`config.mk`:
```
export PLATFORM = sky130hd
export DESIGN_NAME = tlv_stream_parser
export DESIGN_NICKNAME = d
export VERILOG_FILES = /design/src/design/tsp_pkg.sv /design/src/design/tsp_parse.sv /design/src/design/tlv_stream_parser.sv
export SDC_FILE = /design/constraint.sdc
export NUM_CORES = 1
export LEC_CHECK = 0
export BUFFER_PORTS_ARGS = -buffer_cell sky130_fd_sc_hd__buf_4
export CAP_MARGIN = 25
export CORE_ASPECT_RATIO = 1.4
export CORE_MARGIN = 3
export CORE_UTILIZATION = 30
export CTS_CLUSTER_DIAMETER = 200
export DETAILED_ROUTE_END_ITERATION = 10
export GPL_ROUTABILITY_DRIVEN = 0
export GPL_TIMING_DRIVEN = 0
export PLACE_DENSITY = 0.55
export SYNTH_ARGS = -nofsm -noshare
export SYNTH_HDL_FRONTEND = slang
export SYNTH_SLANG_ARGS = --single-unit
export TNS_END_PERCENT = 30
```
`constraint.sdc`:
```
create_clock -name clk -period 3.1 [get_ports clk]
set_input_delay 0.62 -clock clk [delete_from_list [all_inputs] [get_ports clk]]
set_output_delay 0.62 -clock clk [all_outputs]
set_load 0.005 [all_outputs]
```
`src/design/tsp_pkg.sv`:
```
// Shared types and constants for the TLV stream parser.
package tsp_pkg;

    localparam int MAX_LENGTH_BYTES = 2;

    typedef enum logic [1:0] {
        CLASS_HEADER  = 2'd0,
        CLASS_TAG     = 2'd1,
        CLASS_VALUE   = 2'd2,
        CLASS_DISCARD = 2'd3
    } byte_class_t;

    typedef enum logic [2:0] {
        STATUS_OK          = 3'd0,
        STATUS_TAG_OVF     = 3'd1,
        STATUS_TAG_ZERO    = 3'd2,
        STATUS_LEN_MISSING = 3'd3,
        STATUS_LEN_FORM    = 3'd4,
        STATUS_LEN_OVF     = 3'd5,
        STATUS_VALUE_OVF   = 3'd6
    } status_t;

    typedef struct packed {
        logic [7:0] in_byte;
        logic       last_in_buffer;
    } in_t;

    typedef struct packed {
        byte_class_t byte_class;
        logic [7:0]  out_byte;
        logic        record_done;
        logic [7:0]  tag_size;
        logic [15:0] value_size;
        logic        buffer_done;
        status_t     status;
    } out_t;

endpackage

```
`src/design/tsp_parse.sv`:
```
// Per-byte parse state and classification logic.
module tsp_parse (
    input  logic          clk,
    input  logic          rst_n,
    input  logic          advance,
    input  tsp_pkg::in_t  item,
    output tsp_pkg::out_t result
);

    typedef enum logic [2:0] {
        PH_TAGLEN = 3'd0,
        PH_TAG    = 3'd1,
        PH_LEN    = 3'd2,
        PH_EXT    = 3'd3,
        PH_VALUE  = 3'd4,
        PH_ERROR  = 3'd5
    } phase_t;

    phase_t             phase_reg, phase_next;
    logic [7:0]         tag_count_reg, tag_count_next;
    logic [7:0]         tag_left_reg, tag_left_next;
    logic [1:0]         ext_left_reg, ext_left_next;
    logic [15:0]        value_count_reg, value_count_next;
    logic [15:0]        value_left_reg, value_left_next;
    tsp_pkg::status_t   error_reg, error_next;

    tsp_pkg::byte_class_t cls;
    tsp_pkg::status_t     err;
    logic                 done;
    logic [7:0]           b;
    logic                 last;
    logic [6:0]           n;

    assign b    = item.in_byte;
    assign last = item.last_in_buffer;
    assign n    = b[6:0];

    always_comb
    begin
        phase_next       = phase_reg;
        tag_count_next   = tag_count_reg;
        tag_left_next    = tag_left_reg;
        ext_left_next    = ext_left_reg;
        value_count_next = value_count_reg;
        value_left_next  = value_left_reg;
        error_next       = error_reg;
        cls              = tsp_pkg::CLASS_DISCARD;
        err              = tsp_pkg::STATUS_OK;
        done             = 1'b0;
        unique case (phase_reg)
            PH_TAGLEN:
            begin
                cls              = tsp_pkg::CLASS_HEADER;
                tag_count_next   = b;
                tag_left_next    = b;
                ext_left_next    = 2'd0;
                value_count_next = 16'd0;
                value_left_next  = 16'd0;
                if (b == 8'd0)
                    err = tsp_pkg::STATUS_TAG_ZERO;
                else if (last)
                    err = tsp_pkg::STATUS_TAG_OVF;
                else
                    phase_next = PH_TAG;
            end
            PH_TAG:
            begin
                cls           = tsp_pkg::CLASS_TAG;
                tag_left_next = tag_left_reg - 8'd1;
                if (last)
                    err = (tag_left_next != 8'd0) ? tsp_pkg::STATUS_TAG_OVF
                                                  : tsp_pkg::STATUS_LEN_MISSING;
                else if (tag_left_next == 8'd0)
                    phase_next = PH_LEN;
            end
            PH_LEN:
            begin
                cls = tsp_pkg::CLASS_HEADER;
                if (!b[7])
                begin
                    value_count_next = {8'd0, b};
                    value_left_next  = {8'd0, b};
                    if (b == 8'd0)
                    begin
                        done       = 1'b1;
                        phase_next = PH_TAGLEN;
                    end
                    else if (last)
                        err = tsp_pkg::STATUS_VALUE_OVF;
                    else
                        phase_next = PH_VALUE;
                end
                else if (n == 7'd0 || n > 7'(tsp_pkg::MAX_LENGTH_BYTES))
                    err = tsp_pkg::STATUS_LEN_FORM;
                else if (last)
                    err = tsp_pkg::STATUS_LEN_OVF;
                else
                begin
                    ext_left_next    = n[1:0];
                    value_count_next = 16'd0;
                    phase_next       = PH_EXT;
                end
            end
            PH_EXT:
            begin
                cls              = tsp_pkg::CLASS_HEADER;
                value_count_next = {value_count_reg[7:0], b};
                ext_left_next    = ext_left_reg - 2'd1;
                if (ext_left_next != 2'd0)
                begin
                    if (last)
                        err = tsp_pkg::STATUS_LEN_OVF;
                end
                else
                begin
                    value_left_next = value_count_next;
                    if (value_count_next == 16'd0)
                    begin
                        done       = 1'b1;
                        phase_next = PH_TAGLEN;
                    end
                    else if (last)
                        err = tsp_pkg::STATUS_VALUE_OVF;
                    else
                        phase_next = PH_VALUE;
                end
            end
            PH_VALUE:
            begin
                cls             = tsp_pkg::CLASS_VALUE;
                value_left_next = value_left_reg - 16'd1;
                if (value_left_next == 16'd0)
                begin
                    done       = 1'b1;
                    phase_next = PH_TAGLEN;
                end
                else if (last)
                    err = tsp_pkg::STATUS_VALUE_OVF;
            end
            default:
            begin
                cls = tsp_pkg::CLASS_DISCARD;
            end
        endcase
        if (err != tsp_pkg::STATUS_OK)
        begin
            error_next = err;
            phase_next = PH_ERROR;
        end
    end

    always_comb
    begin
        result.byte_class  = cls;
        result.out_byte    = b;
        result.record_done = done;
        result.tag_size    = tag_count_next;
        result.value_size  = value_count_next;
        result.buffer_done = last;
        result.status      = error_next;
    end

    always_ff @(posedge clk or negedge rst_n)
    begin
        if (!rst_n)
        begin
            phase_reg       <= PH_TAGLEN;
            tag_count_reg   <= 8'd0;
            tag_left_reg    <= 8'd0;
            ext_left_reg    <= 2'd0;
            value_count_reg <= 16'd0;
            value_left_reg  <= 16'd0;
            error_reg       <= tsp_pkg::STATUS_OK;
        end
        else if (advance)
        begin
            if (last)
            begin
                phase_reg       <= PH_TAGLEN;
                tag_count_reg   <= 8'd0;
                tag_left_reg    <= 8'd0;
                ext_left_reg    <= 2'd0;
                value_count_reg <= 16'd0;
                value_left_reg  <= 16'd0;
                error_reg       <= tsp_pkg::STATUS_OK;
            end
            else
            begin
                phase_reg       <= phase_next;
                tag_count_reg   <= tag_count_next;
                tag_left_reg    <= tag_left_next;
                ext_left_reg    <= ext_left_next;
                value_count_reg <= value_count_next;
                value_left_reg  <= value_left_next;
                error_reg       <= error_next;
            end
        end
    end

    a_discard_only_after_error: assert property (@(posedge clk) disable iff (!rst_n)
        phase_reg == PH_ERROR |-> error_reg != tsp_pkg::STATUS_OK)
        else $error("error phase without an error code");

    a_ok_outside_error: assert property (@(posedge clk) disable iff (!rst_n)
        phase_reg != PH_ERROR |-> error_reg == tsp_pkg::STATUS_OK)
        else $error("error code set outside error phase");

    a_value_left_nonzero: assert property (@(posedge clk) disable iff (!rst_n)
        phase_reg == PH_VALUE |-> value_left_reg != 16'd0)
        else $error("value phase with nothing left");

    a_tag_left_nonzero: assert property (@(posedge clk) disable iff (!rst_n)
        phase_reg == PH_TAG |-> tag_left_reg != 8'd0)
        else $error("tag phase with nothing left");

endmodule

```
`src/design/tlv_stream_parser.sv`:
```
// Top level of the TLV stream parser: input register, parser, result register.
// Takes one buffer byte per clock unless the result side stalls, and returns
// one classified result per byte, in order. A byte is captured in an input
// register, classified against the parser state and written to the result
// register once that register is free; the parser state updates with each
// byte, so a new byte can follow every clock. The input side keeps accepting
// while a result waits, as long as the input register is empty or the result
// register is free or being taken in the same cycle. Status stays 0 until an
// error, then holds that error code and marks bytes as discarded until the
// byte flagged last_in_buffer, after which the parser starts a fresh buffer.
module tlv_stream_parser (
    input  logic          clk,
    input  logic          rst_n,
    input  logic          item_valid,
    output logic          item_ready,
    input  tsp_pkg::in_t  item,
    output logic          result_valid,
    input  logic          result_ready,
    output tsp_pkg::out_t result
);

    logic          stage_valid_reg;
    tsp_pkg::in_t  stage_item_reg;
    logic          result_valid_reg;
    tsp_pkg::out_t result_reg;
    tsp_pkg::out_t parse_result;
    logic          result_free;
    logic          advance;

    assign result_free = !result_valid_reg || result_ready;
    assign advance     = stage_valid_reg && result_free;
    assign item_ready  = !stage_valid_reg || result_free;

    tsp_parse u_parse (
        .clk     (clk),
        .rst_n   (rst_n),
        .advance (advance),
        .item    (stage_item_reg),
        .result  (parse_result)
    );

    always_ff @(posedge clk or negedge rst_n)
    begin
        if (!rst_n)
        begin
            stage_valid_reg  <= 1'b0;
            result_valid_reg <= 1'b0;
        end
        else
        begin
            if (item_ready)
                stage_valid_reg <= item_valid;
            if (result_free)
                result_valid_reg <= stage_valid_reg;
        end
    end

    always_ff @(posedge clk)
    begin
        if (item_valid && item_ready)
            stage_item_reg <= item;
        if (advance)
            result_reg <= parse_result;
    end

    assign result_valid = result_valid_reg;
    assign result       = result_reg;

    a_done_is_clean: assert property (@(posedge clk) disable iff (!rst_n)
        result_valid_reg && result_reg.record_done |->
            result_reg.status == tsp_pkg::STATUS_OK)
        else $error("record completed with an error status");

    a_discard_has_error: assert property (@(posedge clk) disable iff (!rst_n)
        result_valid_reg && result_reg.byte_class == tsp_pkg::CLASS_DISCARD |->
            result_reg.status != tsp_pkg::STATUS_OK)
        else $error("byte discarded without an error");

    a_tag_has_size: assert property (@(posedge clk) disable iff (!rst_n)
        result_valid_reg && result_reg.byte_class == tsp_pkg::CLASS_TAG |->
            result_reg.tag_size != 8'd0)
        else $error("tag byte in a record of zero tag length");

    a_value_has_size: assert property (@(posedge clk) disable iff (!rst_n)
        result_valid_reg && result_reg.byte_class == tsp_pkg::CLASS_VALUE |->
            result_reg.value_size != 16'd0)
        else $error("value byte in a record of zero value length");

endmodule

```
==> flow_summary.yaml <==
clock_tree:
  ctsRootBufferMaster: "clkbuf_16"
  path_clk_slew_ns: 0.08
  clk_latency_ns: 0.36
  htree_levels: 3
  cts-buffers-inserted: 9
  cts_hold_buf: 0
  clock_sinks: 106
  post_cts_buffers: 0
  clock_path_buffers: 2
  cts_tree: "built"
sta:
  finalWorstSetupSlack_ns: 0.2374
  grt_setup_unrepaired: "no"
  finalHoldViolations: 0
  final-setup-viol-count: 0
  fin_setup_tns_ns: 0
  worstMarginPinSlew_ns: 0.8930
  relSlewSlack_pct: 40.11
  fin_worst_skew_ns: 0.01043
  fmax_mhz: 349.3
  min_period_ns: 2.863
  maxSlewViolCount: 0
  fin_crit_sh_pct: 92.34
setup_path:
  regToRegSetupSlack_ns: 0.24
  worstPathRequired_ns: 3.36
  criticalPathCategory: "flop to flop"
  cp_max_fo: 7
  r2r_start: "stage_item_reg[6]"
  cp-start-kind: "flop"
  cpMaxStageDelayCell: "or4_1"
  cp_cell_sequence: "or4_1, nor3_1, o21ai_1, a311oi_2, o21ai_0, o31ai_1"
  cp.arrival_ns: 3.12
  worstRegToRegCells: 6
  r2r-end: "u_parse.phase_reg[1]"
  cp-end-kind: "flop"
  max_stage_delay_ns: 0.67
detailed_routing:
  via_count: 4323
  wire_per_inst_microns: 18.86
  postRouteAntennaNets: 0
  via_per_inst: 5.438
  remaining_drc_errors: 0
  wl_microns: 14990
  first_pass_iters: 5
  drt_iter0_markers: 335
finish:
  nets: 576
  area_growth_pct: 19.26
  fin_area_sq_um: 6307
  seq_area_sq_um: 2893
  largest_reg_flops: 39
  antennaDiodeCount: 0
  drive_gt1_share_pct: 17.94
  post-route-util_pct: 37.04
  nFillCells: 1672
  multiInputGateArea_sq_um: 2188
floorplan:
  die_height_microns: 163.1
  start_util_pct: 31.06
  ios: 54
  rows: 56
  die-area_sq_um: 19280
  die-width_microns: 118.2
  fp.coreArea_sq_um: 17030
pwr:
  power.density_nw_per_um2: 841.6
  leakage_nw: 2.517
  ir_worst_vdd_v: 0.0003348
  total_power_mw: 5.308
synthesis:
  synth_seq_cells: 106
  ys.flop_type: "dfrtp_1"
  synthesis.area_sq_um: 5289
  yosysSeqAreaShare_pct: 54.70
  synth_top_area_share_pct: 27.44
  synth_enable_flop_cells: 48
  synth.distinct_cells: 65
  syn-num-nets: 512
  synth.most_common_cell: "dfrtp_1"
  avgSynthCellArea_sq_um: 10.71
  yosysTopAreaCell: "dfrtp_1"
  ys_top_cells_by_area: "dfrtp_1 (27%), edfxtp_1 (27%), a22o_1 (6.5%), o21ai_0 (4.5%), nand2_1 (3.1%)"
  ys_warn_count: 0
  syn_inst: 494
  synth_common_cells: "dfrtp_1 (58), edfxtp_1 (48), o21ai_0 (48), nand2_1 (43), a22o_1 (39)"
  async_flop_share_pct: 54.72
placed_design:
  dpl_cell_area_sq_um: 5978
  hpwl_microns: 10530
  io_buffer_count: 53
  place_ws_ns: -0.1776
grt:
  grt_util_all_layers_pct: 15.51
  overflow: 0
  grt_first_pass_wirelength_microns: 23410
  grt_max_degree: 59
  grt_pass1_vias: 4260
  antenna_found_initial: 0
job:
  maxCapViolations: 0
min_path:
  min_path_type: "input pin to async pin"
outcome:
  status: "finished, final reports clean"
==> worst max path at each step <==
stage	slack, ns	cells past startpoint	end	startpoint
after floorplan	0.26	7	u_parse.tag_left_reg[0]	result_ready
after global placement	-0.75	8	u_parse.tag_left_reg[0]	result_ready
after detailed placement	-0.18	8	u_parse.phase_reg[1]	stage_item_reg[7]
after CTS	0.02	8	u_parse.phase_reg[1]	stage_item_reg[7]
after global routing	0.07	7	u_parse.phase_reg[0]	stage_item_reg[6]
final	0.24	6	u_parse.phase_reg[1]	stage_item_reg[6]
==> through the flow <==
stage               hold slack [ns]  instances
floorplan                    0.3244        494
global placement             0.4319        779
finish                       0.3305        795
detailed placement           0.4480        779
CTS                          0.3712        795
global route                 0.3931        795
==> area by class of cell <==
cell class	count	share of cell area, %
inverters	11	0.6745
clock buffers	9	3.571
plain buffers	34	2.777
well taps	232	4.602
repair buffers	53	6.308
multi-input cells	343	34.70
clock inverters	7	1.508
flip-flops and latches	106	45.86
==> power breakdown <==
group          total, mW  switching (mW)  internal [mW]
combinational       2.12            1.27          0.848
clock               1.22           0.572          0.653
sequential          1.97           0.196           1.77
total               5.31            2.04           3.27
==> per-layer routing <==
layer	global-route usage (%)	vias up	routed length [microns]
met5	0	-	0
met4	7.733	0	584
met3	2.251	43	552
met2	28.62	143	7985
met1	17.37	2133	5872
li1	-	2004	-
==> kinds of logic (layout without fill, tap and decap cells) <==
group                    count (synthesis)  after routing  share of synthesized area, %
flip-flops                             106            106                         54.70
multiplexers                             9              9                         1.893
AO/OA/AOI/OAI                          162            162                         20.91
adder cells (fa/ha/maj)                  5              5                         1.183
XOR/XNOR                                10             10                         1.656
AND/OR/NAND/NOR                        157            157                         15.59
buffers and inverters                   45            114                         4.069
==> critical path, delay by kind of cell, from the launching register on <==
family             cells  cell delay (ns)
and+or+nand+nor        2             1.18
AOI/OAI and AO/OA      4             0.99
DFF                    1             0.60
==> placed cells by master (no fill, tap or decap), types with 4 or more instances in the layout <==
cell	n
mux2_2	8
nor4_1	14
a22o_1	39
nor3_1	19
nor3b_1	4
nor2b_1	6
a31oi_1	4
nand2_1	43
inv_1	9
xor2_1	4
buf_4	53
clkbuf_16	9
nand2b_1	6
xnor2_1	6
a22oi_1	6
o31ai_1	8
dfrtp_1	58
clkbuf_1	25
a21oi_1	23
ha_1	5
nand3_1	7
nor2_1	26
edfxtp_1	48
or2_2	5
nand3b_1	5
o21ai_0	47
o22ai_1	5
and2_1	4
a211oi_1	4
==> what timing repair did <==
item,in CTS,in global routing
setup endpoints to repair,3,5
pin swaps,0,0
resized for setup,1,4
No activity file was read; power rests on OpenSTA's default activity.
